### config.mk
export PLATFORM = sky130hd
export DESIGN_NAME = rva_cordic
export DESIGN_NICKNAME = d
export VERILOG_FILES = /design/src/hw/rtl/rotate_vector_about_axis_core_assert.svh /design/src/hw/rtl/rva_pkg.sv /design/src/hw/rtl/rva_cordic.sv
export SDC_FILE = /design/constraint.sdc
export NUM_CORES = 2
export LEC_CHECK = 0
export BUFFER_PORTS_ARGS = -buffer_cell sky130_fd_sc_hd__buf_4
export CORE_ASPECT_RATIO = 0.9
export CORE_UTILIZATION = 60
export DETAILED_ROUTE_END_ITERATION = 6
export PLACE_DENSITY = 0.83
export RECOVER_POWER = 50
export SLEW_MARGIN = 20
export SYNTH_ARGS = -nofsm -noshare
export SYNTH_HDL_FRONTEND = slang
export SYNTH_SLANG_ARGS = --single-unit
### constraint.sdc
create_clock -name clk -period 7.4 [get_ports clk]
set_clock_uncertainty 0.1 [all_clocks]
set_input_delay 1.11 -clock clk [delete_from_list [all_inputs] [get_ports clk]]
set_output_delay 1.11 -clock clk [all_outputs]
set_load 0.01 [all_outputs]
### src/hw/rtl/rotate_vector_about_axis_core_assert.svh
// assertion macros for the rotation core
// expects clk and rst_n in the scope where a macro is used
`ifndef ROTATE_VECTOR_ABOUT_AXIS_CORE_ASSERT_SVH
`define ROTATE_VECTOR_ABOUT_AXIS_CORE_ASSERT_SVH

// same-cycle implication
`define RVA_CHECK(label, ante, cons, msg) \
  label: assert property (@(posedge clk) disable iff (!rst_n) (ante) |-> (cons)) \
    else $error(msg);

// implication after a fixed number of cycles
`define RVA_CHECK_DELAY(label, ante, n, cons, msg) \
  label: assert property (@(posedge clk) disable iff (!rst_n) (ante) |-> ##n (cons)) \
    else $error(msg);

`endif

### src/hw/rtl/rva_pkg.sv
// shared constants, types and tables of the rotation core
// no dependencies
package rva_pkg;

  localparam int COMP_WIDTH      = 32;
  localparam int FRAC_BITS       = 16;
  localparam int TRIG_ITERATIONS = 16;

  localparam int AXIS_W  = FRAC_BITS + 2;
  localparam int ANGLE_W = FRAC_BITS + 10;
  localparam int DEG_W   = FRAC_BITS + 8;   // folded angle, within +-90 degrees
  localparam int TW      = 34;              // cordic datapath, q2.30 with headroom
  localparam int RAD_W   = 26;

  localparam int TRIG_LAT = 2 + TRIG_ITERATIONS;
  localparam int LATENCY  = TRIG_LAT + 5;

  localparam logic signed [RAD_W-1:0] DEG_TO_RAD    = 26'sd18740330;
  localparam logic signed [TW-1:0]    TRIG_GAIN_INV = 34'sh026DD3B6A;
  localparam logic signed [TW-1:0]    TRIG_ONE      = 34'sh040000000;

  localparam logic signed [AXIS_W-1:0] AXIS_ONE = AXIS_W'(64'sd1 <<< FRAC_BITS);

  typedef struct packed {
    logic valid;
    logic neg;
  } trig_ctl_t;

  typedef struct packed {
    logic [COMP_WIDTH-1:0] vx;
    logic [COMP_WIDTH-1:0] vy;
    logic [COMP_WIDTH-1:0] vz;
    logic [AXIS_W-1:0]     kx;
    logic [AXIS_W-1:0]     ky;
    logic [AXIS_W-1:0]     kz;
  } vec_axis_t;

  function automatic logic signed [TW-1:0] atan_q30(input int i);
    logic signed [TW-1:0] a;
    case (i)
      0:  a = 34'sh03243F6A8;
      1:  a = 34'sh01DAC6705;
      2:  a = 34'sh00FADBAFC;
      3:  a = 34'sh007F56EA6;
      4:  a = 34'sh003FEAB76;
      5:  a = 34'sh001FFD55B;
      6:  a = 34'sh000FFFAAA;
      7:  a = 34'sh0007FFF55;
      8:  a = 34'sh0003FFFEA;
      9:  a = 34'sh0001FFFFD;
      10: a = 34'sh0000FFFFF;
      11: a = 34'sh00007FFFF;
      12: a = 34'sh00003FFFF;
      13: a = 34'sh00001FFFF;
      14: a = 34'sh00000FFFF;
      15: a = 34'sh000007FFF;
      16: a = 34'sh000003FFF;
      17: a = 34'sh000001FFF;
      18: a = 34'sh000000FFF;
      19: a = 34'sh0000007FF;
      20: a = 34'sh0000003FF;
      21: a = 34'sh0000001FF;
      22: a = 34'sh0000000FF;
      23: a = 34'sh00000007F;
      default: a = '0;
    endcase
    return a;
  endfunction

  function automatic logic signed [AXIS_W-1:0] clamp_axis(input logic signed [AXIS_W-1:0] k);
    logic signed [AXIS_W-1:0] r;
    if (k > AXIS_ONE) begin
      r = AXIS_ONE;
    end else if (k < -AXIS_ONE) begin
      r = -AXIS_ONE;
    end else begin
      r = k;
    end
    return r;
  endfunction

endpackage

### src/hw/rtl/rva_cordic.sv
// rotation-mode cordic, one iteration per pipeline stage
// depends on rva_pkg
module rva_cordic (
  input  logic                          clk,
  input  logic                          rst_n,
  input  rva_pkg::trig_ctl_t            ctl_in,
  input  logic signed [rva_pkg::TW-1:0] rad_in,
  output rva_pkg::trig_ctl_t            ctl_out,
  output logic signed [rva_pkg::TW-1:0] cos_out,
  output logic signed [rva_pkg::TW-1:0] sin_out
);

  localparam int N  = rva_pkg::TRIG_ITERATIONS;
  localparam int TW = rva_pkg::TW;

  logic signed [TW-1:0] x_r [N];
  logic signed [TW-1:0] y_r [N];
  logic signed [TW-1:0] z_r [N];
  rva_pkg::trig_ctl_t   ctl_r [N];

  for (genvar i = 0; i < N; i++) begin : g_stage
    logic signed [TW-1:0] xi, yi, zi;
    rva_pkg::trig_ctl_t   ci;
    if (i == 0) begin : g_first
      assign xi = rva_pkg::TRIG_GAIN_INV;
      assign yi = '0;
      assign zi = rad_in;
      assign ci = ctl_in;
    end else begin : g_next
      assign xi = x_r[i-1];
      assign yi = y_r[i-1];
      assign zi = z_r[i-1];
      assign ci = ctl_r[i-1];
    end

    always_ff @(posedge clk) begin
      if (!rst_n) begin
        ctl_r[i] <= '0;
      end else begin
        ctl_r[i] <= ci;
      end
    end

    always_ff @(posedge clk) begin
      if (zi[TW-1]) begin
        x_r[i] <= xi + (yi >>> i);
        y_r[i] <= yi - (xi >>> i);
        z_r[i] <= zi + rva_pkg::atan_q30(i);
      end else begin
        x_r[i] <= xi - (yi >>> i);
        y_r[i] <= yi + (xi >>> i);
        z_r[i] <= zi - rva_pkg::atan_q30(i);
      end
    end
  end

  assign ctl_out = ctl_r[N-1];
  assign cos_out = x_r[N-1];
  assign sin_out = y_r[N-1];

endmodule

* Word level (Yosys, flattened, before mapping)
Memories as Yosys holds them, arrays and structs flattened.
Index checks and enable logic that the tools add are counted.
** Word-level totals
- Register bits after elaboration :: 0
- Memories kept :: 4
- Bits of input ports :: 38
- Logic and storage cells :: 274
- Memory bits (writable) :: 1664
** Operators by class
- Mux-type cells :: 114
- Add/sub/neg operators :: 92
- Bitwise logic cells :: 64
** Memories
- x_r :: words 16, bits a word 34, rd ports 16, clocked after memory_dff 0, wr ports 16, RTL line rva_cordic.sv:16 : logic signed [TW-1:0] x_r [N];
- y_r :: words 16, bits a word 34, rd ports 16, clocked after memory_dff 0, wr ports 16, RTL line rva_cordic.sv:17 : logic signed [TW-1:0] y_r [N];
- z_r :: words 16, bits a word 34, rd ports 15, clocked after memory_dff 0, wr ports 16, RTL line rva_cordic.sv:18 : logic signed [TW-1:0] z_r [N];
- ctl_r :: words 16, bits a word 2, rd ports 16, clocked after memory_dff 0, wr ports 16, RTL line rva_cordic.sv:19 : rva_pkg::trig_ctl_t ctl_r [N];
** Operator list (number)
- $mux 34 :: 48
- $add 34x19->34 :: 2
- $add 34x20->34 :: 2
- $add 34x21->34 :: 2
- $add 34x22->34 :: 2
- $add 34x23->34 :: 2
- $add 34x24->34 :: 2
- $add 34x25->34 :: 2
- $add 34x26->34 :: 2
- $add 34x27->34 :: 2
- $add 34x28->34 :: 2
- $add 34x29->34 :: 2
- $add 34x30->34 :: 2
- $add 34x31->34 :: 2
- $add 34x32->34 :: 2
- $add 34x33->34 :: 2
- $sub 34x19->34 :: 2
- $sub 34x20->34 :: 2
- $sub 34x21->34 :: 2
- $sub 34x22->34 :: 2
- $sub 34x23->34 :: 2
- $sub 34x24->34 :: 2
- $sub 34x25->34 :: 2
- $sub 34x26->34 :: 2
- other kinds (42) :: 176

* Longest topological paths before layout
An unclocked memory read counts as a cell.
- Word-level depth :: 4
- Mapped depth :: 22
- Gate-level depth less buffers :: 21

* Least setup slack after synthesis
No wires, ideal clock.
- Path type :: register to register
- From :: memory x_r[9][10] (netlist: x_r[1][44])
- To :: memory y_r[10][32]
- Setup slack :: 2.926 ns
- Data arrival time :: 4.302 ns
- Period minus slack after synthesis :: 4.474 ns
- Cell stages (with the launch flop) :: 22
- Path buffers :: 0
- Cell sequence :: dfxtp_1 -> inv_1 -> ha_1 -> nand2b_1 -> or4_1 -> nor2_1 -> nand3b_1 -> or2_2 -> nor4_1 -> a21oi_1 -> xnor2_1 -> ha_1 -> nand4_1 -> nor2_1 -> inv_1 -> nor4_1 -> a2111oi_0 -> o21a_1 -> o21ai_1 -> a41o_1 -> o21ai_1 -> xnor2_1
** RTL lines (RTL line)
- from (decl) :: rva_cordic.sv:16
- to (decl) :: rva_cordic.sv:17

==> impl_metrics.ini <==
[synth]
synth_compound_area_share_pct = 23.1
yosysSeqAreaShare_pct = 26.8
synthAdderAreaFrac_pct = 16.7
synth_area_um2 = 113000
synth_mux_area_share_pct = 1.05
synth_edf_count = 0
synth_flop_cell = dfxtp_1
synthCells = 13300
synthXorXnorAreaFrac_pct = 14.2
synth_top_family_by_area = compound AO/OA/AOI/OAI gates
yosys_warnings = 0
ys_async_sr_fraction_pct = 0
ys_ff_latch = 1504
yosys.area_share.simple_pct = 15.5
postSynthAreaPerCell_um2 = 8.47
ys_types = 110
synth_nets = 14800

[sta]
finalHoldViolations = 0
fin_crit_ns = 6.30
relSlewSlack_pct = -51.4
fin_crit_sh_pct = 85.1
setup_tns_ns = 0
finalSetupViolations = 0
worst_pin_slew_ns = 2.27
drv_slew = 226
max_freq_mhz = 159
rsz0062_at_grt = false

[clock_network]
numCtsBuffers = 160
clockRootBuffer = clkbuf_16
cts_tree = yes
cts_buffer_depth = 3
cts_resized = 0
cts-htree-levels = 4
postCtsSetupBuffers = 0
clk_latency_ns = 0.86
cts.sinks = 1504
path_clk_slew_ns = 0.07
ctsHoldBuffers = 0

[global_routing]
grt_pass1_wl_mm = 470
antenna_found_initial = 12
grt_pass1_vias = 90000
gr-total-overflow = 0
grt_util_all_layers_pct = 30.1
grt_max_degree = 81

[floorplan]
fp.dieW_um = 459
rows = 150
io_pins = 108
start_util_pct = 60.5
die_h_um = 413
fp.coreArea_um2 = 186000
die_area_um2 = 189000

[worst_setup_path]
end_kind = flip-flop
cp_data_required_time_ns = 8.05
crit_slowest_cell = clkbuf_1
path_cells = clkbuf_1, a21oi_1, xor2_1, ha_1, nand3_1, a21oi_1, o211ai_1, a21oi_1, o211a_1, o211a_1, a311oi_1, o21ai_1, a211oi_1, xnor2_1
reg2reg_depth = 14
start_kind = flip-flop
crit_arrival_ns = 6.95
crit_family = compound AO/OA/AOI/OAI gates
crit_top_cell = a21oi_1
max_stage_delay_ns = 1.68
crit_type = flip-flop to flip-flop
path_max_fanout = 39
critPathBufInv = 1
cp.depth = 14

[routing]
drtPass1Iterations = 6
routed_wl_mm = 294
avgRoutedWirePerCell_um = 18.4
num_vias = 97600
ant_nets = 0
post-route-drc-count = 0
drt_iter0_markers = 8817
vias_per_cell = 6.09

[cells_and_area]
regArea_um2 = 30100
multi_input_area_um2 = 79300
stdcell_area_um2 = 121000
n_fill_cell = 15500
syn_to_final_growth_pct = 7.68
layout.nets = 14900
layout-drive-gt1-share_pct = 3.79
final_util_pct = 65.1

[run_status]
status = finished, violations left
violations = max-capacitance violations, max-slew violations

[placement]
place_congestion = 0.985
port_buffers = 107
dp_hpwl_mm = 233
dpl_cell_area_um2 = 116000

[run]
cap_violations = 7

[hold_path]
holdCritPathClass = flip-flop to flip-flop
whs_path_depth = 0
[final timing paths]
kind              start         end  slack [ns]
max reg2reg  z_r[7][33]  x_r[1][32]        1.10
min reg2reg   z_r[2][0]   z_r[3][0]        0.23
min           z_r[2][0]   z_r[3][0]        0.23
max          z_r[7][33]  x_r[1][32]        1.10
[area by class of cell]
| class | instances | share of cell area [%] |
|---|---|---|
| flip-flops and latches | 1504 | 24.8 |
| clock inverters | 81 | 0.945 |
| multi-input cells | 11000 | 65.5 |
| inverters | 599 | 1.86 |
| diodes | 1 | 0.00207 |
| clock buffers | 214 | 3.69 |
| well taps | 2508 | 2.59 |
| repair buffers | 138 | 0.589 |
[routing by layer]
metal	global-route usage (%)	share of wire, %	vias up
met5	0	0.012	-
met4	12.1	4.1	6
met3	4.42	6.7	601
met2	49.2	45	3187
met1	39.8	45	45400
li1	-	-	48400
[metrics by stage]
stage | setup slack (ns) | hold slack [ns] | cells
floorplan | 2.93 | 0.210 | 13300
global placement | 2.20 | 0.211 | 15700
detailed placement | 2.16 | 0.212 | 15700
CTS | 2.11 | 0.227 | 16000
global route | 0.907 | 0.240 | 16000
finish | 1.10 | 0.228 | 16000
[logic make-up (layout without fill, tap and decap cells)]
logic type               Yosys count  after routing
AO/OA/AOI/OAI                   4041           4041
AND/OR/NAND/NOR                 3534           3534
XOR/XNOR                        1822           1822
flip-flops                      1504           1504
adder cells (fa/ha/maj)         1475           1475
buffers and inverters            802           1032
multiplexers                     112            112
other                              0              1
[sequential cells by signal, summed over array words and instances (netlist names)]
signal and count:
ctl_r 32, x_r 484, y_r 511, z_r 477
[worst reg2reg max path: cells and delay by family (launching register included)]
| family | cells | cell delay, ns |
|---|---|---|
| adders and majority gates | 1 | 0.39 |
| AOI/OAI and AO/OA | 9 | 2.17 |
| and+or+nand+nor | 1 | 0.16 |
| xor gates and xnor gates | 2 | 0.52 |
| buffers and inverters | 1 | 1.68 |
| DFF | 1 | 1.19 |
[cell usage after synthesis (48+ instances only)]
master    instances  share of area (%)
nor4_1           85               0.47
nor2b_1         173               0.96
and3_1          133               0.74
nand4_1          95               0.53
mux2i_1          60               0.53
mux2_2           52               0.52
xor2_1          631                4.9
xnor2_1        1188                9.2
nand2b_1        202                1.1
a211oi_1        135               0.90
inv_1           596                2.0
nand3_1         252                1.1
a31oi_1         166               0.92
or2_2            48               0.27
o21bai_1        171                1.1
nand2_1         591                2.0
dfxtp_1        1504                 27
and2_1           99               0.55
o21a_1          204                1.4
a21o_1          666                4.4
ha_1           1431                 16
nor3_1          378                1.7
clkbuf_1        157               0.52
o31ai_1          59               0.39
o21ai_0         579                2.6
o211ai_1         81               0.54
nor2_1         1181                3.9
a21oi_1        1423                6.3
or3_1            91               0.51
[cells in the final DEF (no fill, tap or decap), drive strengths merged, types with 39 or more instances in the layout]
master | Yosys | routed
nor3 | 378 | 378
a31oi | 166 | 166
a21boi | 43 | 43
o41ai | 47 | 47
nor2 | 1182 | 1182
fa | 44 | 44
nand2b | 203 | 203
o21ai | 599 | 599
or2 | 48 | 48
clkinv | 3 | 40
mux2 | 52 | 52
a21oi | 1426 | 1426
xor2 | 631 | 631
xnor2 | 1191 | 1191
and3 | 133 | 133
dfxtp | 1504 | 1504
mux2i | 60 | 60
nor2b | 173 | 173
nand4 | 95 | 95
clkbuf | 157 | 303
o211ai | 81 | 81
inv | 596 | 611
nand3 | 252 | 252
a21o | 667 | 667
o31ai | 63 | 63
a211oi | 138 | 138
nor4 | 92 | 92
o21a | 204 | 204
and2 | 99 | 99
a211o | 44 | 44
o31a | 39 | 39
o21bai | 171 | 171
or3 | 92 | 92
ha | 1431 | 1431
buf | 46 | 49
or4 | 41 | 41
nand2 | 592 | 592
a31o | 39 | 39
Power is not shown: default switching activity piles up to over one toggle a cycle in this logic, so the estimate is an artifact.
