===== config.mk =====
export PLATFORM = sky130hd
export DESIGN_NAME = rva_angle
export DESIGN_NICKNAME = d
export VERILOG_FILES = /design/src/hw/rtl/rotate_vector_about_axis_core_assert.svh /design/src/hw/rtl/rva_pkg.sv /design/src/hw/rtl/rva_angle.sv
export SDC_FILE = /design/constraint.sdc
export NUM_CORES = 1
export LEC_CHECK = 0
export BUFFER_PORTS_ARGS = -buffer_cell sky130_fd_sc_hd__buf_2
export CORE_MARGIN = 3
export CORE_UTILIZATION = 55
export CTS_BUF_LIST = sky130_fd_sc_hd__clkbuf_4
export CTS_CLUSTER_SIZE = 28
export DETAILED_ROUTE_END_ITERATION = 10
export PLACE_DENSITY = 0.76
export SETUP_SLACK_MARGIN = 0.3
export SYNTH_ARGS = -nofsm -noshare
export SYNTH_HDL_FRONTEND = slang
export SYNTH_SLANG_ARGS = --single-unit

===== constraint.sdc =====
create_clock -name clk -period 9.06 [get_ports clk]
set_input_delay 0.906 -clock clk [delete_from_list [all_inputs] [get_ports clk]]
set_output_delay 0.906 -clock clk [all_outputs]
set_load 0.1 [all_outputs]

===== src/hw/rtl/rotate_vector_about_axis_core_assert.svh =====
// assertion macros for the rotation core
// expects clk and rst_n in the scope where a macro is used
`ifndef ROTATE_VECTOR_ABOUT_AXIS_CORE_ASSERT_SVH
`define ROTATE_VECTOR_ABOUT_AXIS_CORE_ASSERT_SVH

// same-cycle implication
`define RVA_CHECK(label, ante, cons, msg) \
  label: assert property (@(posedge clk) disable iff (!rst_n) (ante) |-> (cons)) \
    else $error(msg);

// implication after a fixed number of cycles
`define RVA_CHECK_DELAY(label, ante, n, cons, msg) \
  label: assert property (@(posedge clk) disable iff (!rst_n) (ante) |-> ##n (cons)) \
    else $error(msg);

`endif


===== src/hw/rtl/rva_pkg.sv =====
// shared constants, types and tables of the rotation core
// no dependencies
package rva_pkg;

  localparam int COMP_WIDTH      = 32;
  localparam int FRAC_BITS       = 16;
  localparam int TRIG_ITERATIONS = 16;

  localparam int AXIS_W  = FRAC_BITS + 2;
  localparam int ANGLE_W = FRAC_BITS + 10;
  localparam int DEG_W   = FRAC_BITS + 8;   // folded angle, within +-90 degrees
  localparam int TW      = 34;              // cordic datapath, q2.30 with headroom
  localparam int RAD_W   = 26;

  localparam int TRIG_LAT = 2 + TRIG_ITERATIONS;
  localparam int LATENCY  = TRIG_LAT + 5;

  localparam logic signed [RAD_W-1:0] DEG_TO_RAD    = 26'sd18740330;
  localparam logic signed [TW-1:0]    TRIG_GAIN_INV = 34'sh026DD3B6A;
  localparam logic signed [TW-1:0]    TRIG_ONE      = 34'sh040000000;

  localparam logic signed [AXIS_W-1:0] AXIS_ONE = AXIS_W'(64'sd1 <<< FRAC_BITS);

  typedef struct packed {
    logic valid;
    logic neg;
  } trig_ctl_t;

  typedef struct packed {
    logic [COMP_WIDTH-1:0] vx;
    logic [COMP_WIDTH-1:0] vy;
    logic [COMP_WIDTH-1:0] vz;
    logic [AXIS_W-1:0]     kx;
    logic [AXIS_W-1:0]     ky;
    logic [AXIS_W-1:0]     kz;
  } vec_axis_t;

  function automatic logic signed [TW-1:0] atan_q30(input int i);
    logic signed [TW-1:0] a;
    case (i)
      0:  a = 34'sh03243F6A8;
      1:  a = 34'sh01DAC6705;
      2:  a = 34'sh00FADBAFC;
      3:  a = 34'sh007F56EA6;
      4:  a = 34'sh003FEAB76;
      5:  a = 34'sh001FFD55B;
      6:  a = 34'sh000FFFAAA;
      7:  a = 34'sh0007FFF55;
      8:  a = 34'sh0003FFFEA;
      9:  a = 34'sh0001FFFFD;
      10: a = 34'sh0000FFFFF;
      11: a = 34'sh00007FFFF;
      12: a = 34'sh00003FFFF;
      13: a = 34'sh00001FFFF;
      14: a = 34'sh00000FFFF;
      15: a = 34'sh000007FFF;
      16: a = 34'sh000003FFF;
      17: a = 34'sh000001FFF;
      18: a = 34'sh000000FFF;
      19: a = 34'sh0000007FF;
      20: a = 34'sh0000003FF;
      21: a = 34'sh0000001FF;
      22: a = 34'sh0000000FF;
      23: a = 34'sh00000007F;
      default: a = '0;
    endcase
    return a;
  endfunction

  function automatic logic signed [AXIS_W-1:0] clamp_axis(input logic signed [AXIS_W-1:0] k);
    logic signed [AXIS_W-1:0] r;
    if (k > AXIS_ONE) begin
      r = AXIS_ONE;
    end else if (k < -AXIS_ONE) begin
      r = -AXIS_ONE;
    end else begin
      r = k;
    end
    return r;
  endfunction

endpackage


===== src/hw/rtl/rva_angle.sv =====
// angle front end: clamp, fold to +-90 degrees, convert to q2.30 radians
// depends on rva_pkg
module rva_angle (
  input  logic                                clk,
  input  logic                                rst_n,
  input  logic                                req_valid,
  input  logic signed [rva_pkg::ANGLE_W-1:0]  angle_deg,
  output rva_pkg::trig_ctl_t                  ctl_out,
  output logic signed [rva_pkg::TW-1:0]       rad_out
);

  localparam int AW = rva_pkg::ANGLE_W;
  localparam int PW = rva_pkg::DEG_W + rva_pkg::RAD_W;
  localparam logic signed [AW-1:0] D90  = AW'(64'sd90 <<< rva_pkg::FRAC_BITS);
  localparam logic signed [AW-1:0] D180 = AW'(64'sd180 <<< rva_pkg::FRAC_BITS);
  localparam logic signed [AW-1:0] D360 = AW'(64'sd360 <<< rva_pkg::FRAC_BITS);

  logic signed [AW-1:0] d_clamp, d_wrap, d_fold;
  logic                 neg_nxt;
  logic signed [rva_pkg::DEG_W-1:0] deg_r;
  rva_pkg::trig_ctl_t   ctl_a_r, ctl_r;
  logic signed [PW-1:0] prod;
  logic signed [rva_pkg::TW-1:0] rad_r;

  always_comb begin
    if (angle_deg > D360) begin
      d_clamp = D360;
    end else if (angle_deg < -D360) begin
      d_clamp = -D360;
    end else begin
      d_clamp = angle_deg;
    end
    if (d_clamp > D180) begin
      d_wrap = d_clamp - D360;
    end else if (d_clamp < -D180) begin
      d_wrap = d_clamp + D360;
    end else begin
      d_wrap = d_clamp;
    end
    // past +-90 move by 180 and flip both sine and cosine
    neg_nxt = 1'b0;
    if (d_wrap > D90) begin
      d_fold  = d_wrap - D180;
      neg_nxt = 1'b1;
    end else if (d_wrap < -D90) begin
      d_fold  = d_wrap + D180;
      neg_nxt = 1'b1;
    end else begin
      d_fold = d_wrap;
    end
  end

  always_ff @(posedge clk) begin
    if (!rst_n) begin
      ctl_a_r <= '0;
      ctl_r   <= '0;
    end else begin
      ctl_a_r <= '{valid: req_valid, neg: neg_nxt};
      ctl_r   <= ctl_a_r;
    end
  end

  assign prod = PW'(deg_r) * PW'(rva_pkg::DEG_TO_RAD);

  always_ff @(posedge clk) begin
    deg_r <= rva_pkg::DEG_W'(d_fold);
    rad_r <= rva_pkg::TW'(prod >>> rva_pkg::FRAC_BITS);
  end

  assign ctl_out = ctl_r;
  assign rad_out = rad_r;

endmodule


After elaboration in Yosys (flattened, before gate mapping). Cells that the tools add are included.

Bits in registers: 62. Bits of input ports: 29. Output and inout port bits: 36.

$add $sub $neg: 4. $mul: 1. Order comparisons: 6. Mux-type cells: 8.

Operators by type and width (count): 26-bit two-way mux (4); 24-bit by 25-bit multiplier with 49-bit output, second input constant (1); 24-bit two-way mux (2); 26-bit adder, second input constant (1); 26-bit by 24-bit > comparator with 1-bit output, second input constant (1); 26-bit by 25-bit > comparator with 1-bit output, second input constant (1); 26-bit > comparator, second input constant (1); 26-bit by 24-bit less-than comparator with 1-bit output, second input constant (1); 26-bit by 25-bit less-than comparator with 1-bit output, second input constant (1); 26-bit less-than comparator, second input constant (1); 26-bit subtractor, second input constant (1); 24-bit adder, second input constant (1); 24-bit subtractor, second input constant (1); 1-bit two-way mux (2).

Depth between registers and ports, before layout. Gate-level depths: netlist of the first run.

Word-level depth: 9. Mapped depth: 26. Gate-level depth less buffers: 25.

Worst setup path after synthesis of the first run. OpenSTA, ideal clock, no wires.

Kind: register to register. Start: register deg_r[4] (netlist bit). End: register rad_r, in the netlist rad_out[18]. Library setup time: 0.072 ns. Arrival: 6.292 ns. Required time: 8.988 ns. Slack: 2.695 ns. Stages on the path, launching flop included: 22. Path buffers: 0. Period minus slack after synthesis: 6.365 ns. Cells stage by stage: dfxtp_1 -> fa_1 -> fa_1 -> inv_1 -> fa_1 -> fa_1 -> inv_1 -> fa_1 -> inv_1 -> fa_1 -> inv_1 -> fa_1 -> ha_1 -> a21o_1 -> a21o_1 -> o21ai_0 -> o311ai_0 -> or2_2 -> and2_1 -> a21o_1 -> a21oi_1 -> xnor2_1.

Word-level cells in the longest chain between the ends: 1.

RTL lines: start, declared (line rva_angle.sv:20) `logic signed [rva_pkg::DEG_W-1:0] deg_r;`; start signal, assigned (line rva_angle.sv:66) `deg_r <= rva_pkg::DEG_W'(d_fold);`; 24-bit by 25-bit multiplier with 49-bit output (line rva_angle.sv:63) `assign prod = PW'(deg_r) * PW'(rva_pkg::DEG_TO_RAD);`; via prod[34] (line rva_angle.sv:22) `logic signed [PW-1:0] prod;`; end signal, assigned (line rva_angle.sv:67) `rad_r <= rva_pkg::TW'(prod >>> rva_pkg::FRAC_BITS);`; end, declared (line rva_angle.sv:23) `logic signed [rva_pkg::TW-1:0] rad_r;`.

The timed path passes the listed nets, and every way through them passes these cells. A chain may end at the register's enable or synchronous reset.

Final worst setup path of the first run.
Start: register deg_r[9] (netlist bit). End: register rad_r, in the netlist rad_out[23].

Same word-level chain as after synthesis.

==> flow_metrics.tcl, run 1 <==
set metrics [dict create \
    outcome "complete, no violations" \
    fin_skew_ps 33.6 \
    clock-sinks 62 \
    ctsHoldBuffers 0 \
    holdWs_ps 455 \
    die_w_um 156 \
    synthToLayoutAreaGrowth_pct 6.02 \
    post_cts_buffers 0 \
    dr_total_vias 8514 \
    drc_errors 0 \
    wirelength_um 28200 \
    setup_tns_ps 0 \
    ant_nets 0 \
    fill_cells 1877 \
    io_buffer_count 64 \
    worstPathArrival_ps 7900 \
    dp_hpwl_um 25000 \
    cts_buffers 9 \
    nets 1797 \
    synthTopCellsByArea "fa_1, ha_1, inv_1" \
    ff2ff_setup_slack_ps 1570 \
    die_y_um 156 \
    yosysSeqAreaShare_pct 10.0 \
    hold_path_class "reg -> reg" \
    core_um2 22000 \
    syn_nets 1734 \
    critPathMaxFanout 5 \
    fmax_ghz 0.134 \
    ys_ff_latch 62 \
    die-area_um2 24400 \
    rsz0062_at_grt "false" \
    drv_cap 0 \
    htreeDepth 3 \
    crit_path_end_kind "flip-flop" \
    avgSynthCellArea_um2 10.1 \
    rows 54 \
    grt_pass1_wl_um 47000 \
    grt_pass1_vias 9282 \
    wl_per_cell_um 17.8 \
    clk_path_buf_depth 2 \
    start_kind "flip-flop" \
    cts_tree "built" \
    yosysTopAreaCell "fa_1" \
    finalHoldViolCount 0 \
    avgViaCountPerCell 5.39 \
    gp_congestion 0.974 \
    ys_top_cells_by_count "inv_1, ha_1, fa_1" \
    design.portCount 65 \
    drive_gt1_share_pct 8.62 \
    synthesis.area_um2 12400 \
    yosys_warnings 0 \
    netlist.area_leader.share_pct 34.7 \
    slew-limit-headroom_pct 47.2 \
    setup_viol 0 \
    track_usage_pct 25.0 \
    path_clk_slew_ps 150 \
    syn_inst 1231 \
    antenna_found_initial 1 \
    worstMarginPinSlew_ps 784 \
    dr.pass1.iters 5 \
    initial_core_util_pct 56.5 \
    synthFlopType "dfxtp_1" \
    path_class "reg -> reg" \
    insertion_delay_ps 490 \
    synthMostInstantiatedCell "inv_1" \
    synth-async-reset-ratio_pct 0 \
    cp.required_ps 9470 \
    slew_viol_final 0 \
    overflow 0 \
    synth_edf_count 0 \
    synthDistinctLibCells 74 \
    grt_max_degree 35 \
    min_period_ps 7490 \
    fin_crit_sh_pct 82.7 \
    ctsResizeCount 0 \
    drtIter0Drc 410 \
    root_buffer "clkbuf_4" \
]
## layer usage
metal | track usage (%) | vias up | part of all wire [%]
li1 | - | 4016 | -
met1 | 32.6 | 4198 | 42
met2 | 41.6 | 242 | 48
met3 | 4.83 | 58 | 6.0
met4 | 9.55 | 0 | 3.7
met5 | 0 | - | 0
## flip-flops by register name, indices dropped and copies added, names as in the netlist
name,cells
ctl_out,2
rad_out,34
ctl_a_r,2
deg_r,24
## final timing paths
| kind | startpoint | end | cells after the start |
|---|---|---|---|
| worst max-delay path | deg_r[9] | rad_out[23] | 24 |
| worst min-delay path | ctl_a_r[1] | ctl_out[1] | 1 |
| worst max register to register | deg_r[9] | rad_out[23] | 24 |
| worst min register to register | ctl_a_r[1] | ctl_out[1] | 1 |
## cell type report
type	instances	area, µm²	area share [%]
well taps	280	350	2.67
diodes	1	2.50	0.0190
inverters	355	1330	10.1
clock buffers	9	67.6	0.514
clock inverters	7	88.8	0.676
flip-flops and latches	62	1240	9.44
multi-input cells	800	9720	74.0
repair buffers	66	335	2.55
## layout by cell type (no fill, tap or decap), types with 4 or more instances in the layout
cell,count
or2_2,10
nor3_1,12
dfxtp_1,62
a31oi_1,7
and3_1,23
o21ai_0,20
a21oi_1,30
a211oi_1,4
fa_1,215
xnor2_1,23
nor2b_1,8
nand4_1,7
and2_1,9
nand2b_1,4
o21bai_1,5
o21a_1,5
nor2_1,32
ha_1,259
clkbuf_4,9
nand3_1,12
buf_2,64
o2111ai_1,4
nor4_1,5
a21o_1,11
xor2_1,12
nand2_1,19
inv_1,355
## through the flow
stage | cell area, µm² | utilization (%) | instances | worst slack [ps]
2_1_floorplan | 12400 | - | 1231 | 2700
3_3_place_gp | 13000 | 59.1 | 1563 | 1750
3_5_place_dp | 13000 | 59.1 | 1563 | 1680
4_1_cts | 13100 | 59.8 | 1579 | 1630
5_1_grt | 13100 | 59.8 | 1580 | 1120
6_report | 13100 | 59.8 | 1580 | 1570
## kinds of logic (layout without fill, tap and decap cells)
group,Yosys count,in the layout,share of synthesized area [%]
fa+ha+maj,474,474,60.9
mux,2,2,0.172
buf+inv,369,437,11.5
compound gates,126,126,7.48
other cells,0,1,0
flops,62,62,10.0
simple gates,162,162,7.32
xor+xnor,36,36,2.60
## worst max-delay path, stage by stage, from the launching register on
cell and delay, ps:
dfxtp_1 530, inv_1 160, fa_1 430, inv_1 180, fa_1 460, inv_1 100, fa_1 450, fa_1 510
inv_1 50, fa_1 540, fa_1 550, inv_1 60, fa_1 530, inv_1 40, ha_1 350, nand3_1 140
nor4_1 600, o21ai_0 260, o311ai_0 170, buf_4 210, o21ai_0 110, a21boi_0 530, nor2_1 80, o21ai_0 210
xor2_1 160
Power of run 1 is not shown: default switching activity piles up to over one toggle a cycle in this logic, so the estimate is an artifact.
==> run 2, diff against run 1 <==
- PLACE_DENSITY: 0.76 -> 0.79
- clock period: 9.06 -> 6.66 ns (I/O delays scaled with it)
==> run 2 against run 1 <==
Utilization is 4.1 points higher. Die area unchanged. First-iteration DRC count increased by 9.5%. Register-to-register slack lost 1400 ps. Critical path depth shrank 2. Routed wire length is 8.9% higher. Clock-buffer cell count increased by 1. Final cell count rose by 4.2%.
==> flow_metrics.tcl, run 2 (synthesized netlist as in run 1, its figures left out) <==
set metrics [dict create \
    ctsHoldBuffers 0 \
    fin_skew_ps 34.6 \
    die_w_um 156 \
    cp.required_ps 7050 \
    crit_path_end_kind "flip-flop" \
    fin_crit_sh_pct 97.0 \
    drtIter0Drc 449 \
    overflow 0 \
    min_period_ps 6460 \
    outcome "complete, no violations" \
    fmax_ghz 0.155 \
    clock-sinks 62 \
    routed.top_layer "met4" \
    dr_total_vias 9057 \
    wl_met1_um 11900 \
    hold_depth 2 \
    hold_path_class "in -> reg" \
    drv_cap 0 \
    design.portCount 65 \
    r2r_start "deg_r[1]" \
    avgViaCountPerCell 5.50 \
    r2r_cells 22 \
    critPathMaxFanout 4 \
    r2r_end "rad_out[32]" \
    routed-wl-met2_um 15200 \
    largest_reg_flops 34 \
    fill_cells 1641 \
    min_to "ctl_a_r[1]" \
    finalHoldViolCount 0 \
    rsz0062_at_grt "true" \
    antenna_found_initial 1 \
    path_clk_slew_ps 130 \
    io_buffer_count 64 \
    dr.pass1.iters 5 \
    setup_ws_ps 197 \
    wl_met3_um 2050 \
    slowest_delay_ps 600 \
    htreeDepth 3 \
    insertion_delay_ps 490 \
    drc_errors 0 \
    ant_nets 0 \
    ff2ff_setup_slack_ps 200 \
    final_cell_mix "inv_1, ha_1, fa_1" \
    slew_viol_final 0 \
    synthToLayoutAreaGrowth_pct 13.3 \
    cts_tree "built" \
    setup_tns_ps 0 \
    slew-limit-headroom_pct 50.7 \
    path_buf_inv 6 \
    holdWs_ps 374 \
    crit_chain "fa_1 -> inv_1 -> fa_1 -> fa_1 -> fa_2 -> inv_1 -> fa_1 -> fa_1 -> inv_1 -> fa_1 -> inv_1 -> ha_1 -> inv_1 -> nor4_4 -> o21ai_2 -> o311ai_1 -> buf_4 -> o2111ai_4 -> a21o_4 -> a311oi_2 -> nor2_1 -> xnor2_1" \
    worstMarginPinSlew_ps 731 \
    cp_top_family "adder cells" \
    slowest_stage "fa_1" \
    clk_path_buf_depth 2 \
    grt_pass1_wl_um 48600 \
    core_um2 22000 \
    cts_buffers 9 \
    gp_congestion 1.01 \
    cp_common_cell "fa_1" \
    final_common_cell "inv_1" \
    worstPathArrival_ps 6850 \
    fin_area_um2 14000 \
    setup_viol 0 \
    wl_per_cell_um 18.6 \
    die_y_um 156 \
    dp_hpwl_um 25800 \
    path_class "reg -> reg" \
    nets 1864 \
    rows 54 \
    root_buffer "clkbuf_4" \
    grt_pass1_vias 9787 \
    track_usage_pct 25.7 \
    die-area_um2 24400 \
    dp_slack_ps -143 \
    wirelength_um 30700 \
    start_kind "flip-flop" \
    drive_gt1_share_pct 18.9 \
    dpl_cell_area_um2 13400 \
    worstHoldStart "req_valid" \
    grt_max_degree 35 \
    initial_core_util_pct 56.5 \
]
run 2: routing by layer:
layer / up-vias / track usage, %
li1: 4159 / -
met1: 4481 / 31.1
met2: 313 / 43.5
met3: 104 / 6.82
met4: 0 / 10.7
met5: - / 0
run 2: cell type report:
type / instances / area, µm² / share of cell area, %
repair buffers: 133 / 857 / 6.10
diodes: 1 / 2.50 / 0.0178
clock buffers: 10 / 75.1 / 0.534
multi-input cells: 800 / 10100 / 72.0
clock inverters: 6 / 62.6 / 0.445
flip-flops and latches: 62 / 1260 / 8.95
well taps: 280 / 350 / 2.49
inverters: 355 / 1340 / 9.50
run 2: worst max-delay path by stage:
stage | to | start | slack, ps | cells after the start
floorplan | rad_out[23] | deg_r[9] | 380 | 24
global placement | rad_out[33] | deg_r[6] | 50 | 24
detailed placement | rad_out[33] | deg_r[6] | -140 | 24
CTS | rad_out[15] | deg_r[4] | 300 | 21
global route | rad_out[32] | deg_r[1] | -9 | 22
finish | rad_out[32] | deg_r[1] | 200 | 22
run 2: what timing repair did:
item	CTS	global route
pin swaps	22	40
endpoints found under the setup margin	20	25
resized for setup	36	68
buffers inserted	3	5
run 2: worst register-to-register path: cells and delay by family, from the launching register on:
family / cells / cell delay [ps]
flip-flops: 1 / 380
buffers and inverters: 6 / 560
AO/OA/AOI/OAI: 5 / 970
AND/OR/NAND/NOR: 2 / 350
XOR/XNOR: 1 / 130
adder cells (fa/ha/maj): 8 / 3990
run 2: per-stage QoR:
stage / instances / util [%]
final: 1647 / 64.0
after global routing: 1647 / 64.0
after CTS: 1641 / 62.4
after detailed placement: 1622 / 61.1
after global placement: 1622 / 61.1
after floorplan: 1231 / -
Power of run 2 is left out for the same reason.
==> run 3, diff against run 2 <==
- CORE_UTILIZATION: 55 -> 50
- CTS_BUF_LIST: sky130_fd_sc_hd__clkbuf_4 -> sky130_fd_sc_hd__clkbuf_4 sky130_fd_sc_hd__clkbuf_8 sky130_fd_sc_hd__clkbuf_16
- PLACE_DENSITY: 0.79 -> 0.81
==> run 3 against run 2 <==
Via count grew 1.0%. Utilization down 3.8 points. Clock-buffer cell count unchanged. Critical path depth rose by 1. Maximum frequency rose by 0.34%. Non-clock buffer count up 7. Sequential cell count unchanged. Register-to-register slack better by 20 ps. Critical path type unchanged. Largest cell class unchanged.
==> flow_metrics.tcl, run 3 (synthesized netlist as in run 1, its figures left out) <==
set metrics [dict create \
    outcome "complete, no violations" \
    dpl_cell_area_um2 13500 \
    synthToLayoutAreaGrowth_pct 16.0 \
    cp_top_family "adder cells" \
    fin_crit_sh_pct 96.7 \
    overflow 0 \
    crit_chain "fa_1 -> inv_1 -> fa_2 -> fa_2 -> fa_2 -> inv_1 -> fa_2 -> fa_1 -> inv_1 -> fa_1 -> inv_2 -> ha_4 -> inv_2 -> nor4_4 -> o21ai_1 -> o311ai_1 -> buf_4 -> o2111ai_4 -> a21o_1 -> buf_6 -> a311oi_4 -> nor2_2 -> xnor2_1" \
    largest_reg_flops 34 \
    track_usage_pct 24.1 \
    drive_gt1_share_pct 19.7 \
    dr.pass1.iters 5 \
    rows 56 \
    rsz0062_at_grt "true" \
    slew-limit-headroom_pct 48.6 \
    final_cell_mix "inv_1, ha_1, fa_1" \
    core_um2 23900 \
    wirelength_um 31800 \
    setup_viol 0 \
    drtIter0Drc 516 \
    cp_common_cell "fa_2" \
    path_buf_inv 7 \
    initial_core_util_pct 51.9 \
    path_class "reg -> reg" \
    dp_hpwl_um 26300 \
    root_buffer "clkbuf_16" \
    setup_tns_ps 0 \
    hold_depth 1 \
    slowest_delay_ps 580 \
    slowest_stage "fa_1" \
    seq_area_um2 1260 \
    grt_max_degree 36 \
    worstMarginPinSlew_ps 763 \
    design.portCount 65 \
    ff2ff_setup_slack_ps 220 \
    crit_path_end_kind "flip-flop" \
    min_period_ps 6440 \
    drv_cap 0 \
    finalHoldViolCount 0 \
    path_clk_slew_ps 60 \
    avgViaCountPerCell 5.41 \
    insertion_delay_ps 360 \
    hold_path_class "reg -> reg" \
    grt_pass1_wl_um 49900 \
    multi_input_area_um2 10200 \
    worstPathArrival_ps 6680 \
    fill_cells 1841 \
    drc_errors 0 \
    cts_buffers 9 \
    critPathMaxFanout 4 \
    io_buffer_count 64 \
    final_common_cell "inv_1" \
    fin_util_pct 60.2 \
    ant_nets 0 \
    holdWs_ps 436 \
    r2r_end "rad_out[32]" \
    clk_path_buf_depth 2 \
    start_kind "flip-flop" \
    die_y_um 163 \
    gp_congestion 1.03 \
    slew_viol_final 0 \
    dr_total_vias 9148 \
    nets 1871 \
    grt_pass1_vias 9987 \
    r2r_cells 23 \
    n_antenna_cell 0 \
    die-area_um2 26700 \
    fin_skew_ps 15.4 \
    antenna_found_initial 0 \
    min_to "ctl_out[0]" \
    clock-sinks 62 \
    fmax_ghz 0.155 \
    cts_tree "built" \
    worstHoldStart "ctl_a_r[0]" \
    htreeDepth 3 \
    wl_per_cell_um 18.8 \
    fin_area_um2 14400 \
    die_w_um 163 \
    cp.required_ps 6900 \
    r2r_start "deg_r[1]" \
]
## run 3: through the flow
step,std cells,setup slack (ps)
6_report,1692,219
5_1_grt,1692,73.3
4_1_cts,1687,312
3_5_place_dp,1670,42.4
3_3_place_gp,1670,226
2_1_floorplan,1231,376
## run 3: what timing repair did
item	in CTS	in global routing
setup buffers	1	5
gates resized for setup	14	90
pin swaps	6	52
gates cloned	0	0
endpoints found under the setup margin	15	23
hold buffers	0	0
## run 3: cell type report
type	count	share of cell area (%)
repair buffers	140	6.30
inverters	355	9.27
clock inverters	6	0.653
flip-flops and latches	62	8.79
well taps	319	2.78
multi-input cells	800	70.6
clock buffers	10	1.62
## run 3: layer usage
metal	part of all wire [%]	wire, µm	track usage, %	up-vias
met4	4.1	1310	9.77	0
met3	5.9	1880	4.49	81
met5	0	0	0	-
met1	39	12600	29.9	4586
li1	-	-	-	4181
met2	51	16100	41.6	300
## run 3: worst max-delay path by stage
| stage | to | cells after the start | start |
|---|---|---|---|
| global route | rad_out[32] | 23 | deg_r[1] |
| finish | rad_out[32] | 23 | deg_r[1] |
| global placement | rad_out[33] | 22 | deg_r[3] |
| floorplan | rad_out[23] | 24 | deg_r[9] |
| detailed placement | rad_out[32] | 25 | deg_r[6] |
| CTS | rad_out[33] | 22 | deg_r[4] |
Power of run 3 is left out for the same reason.
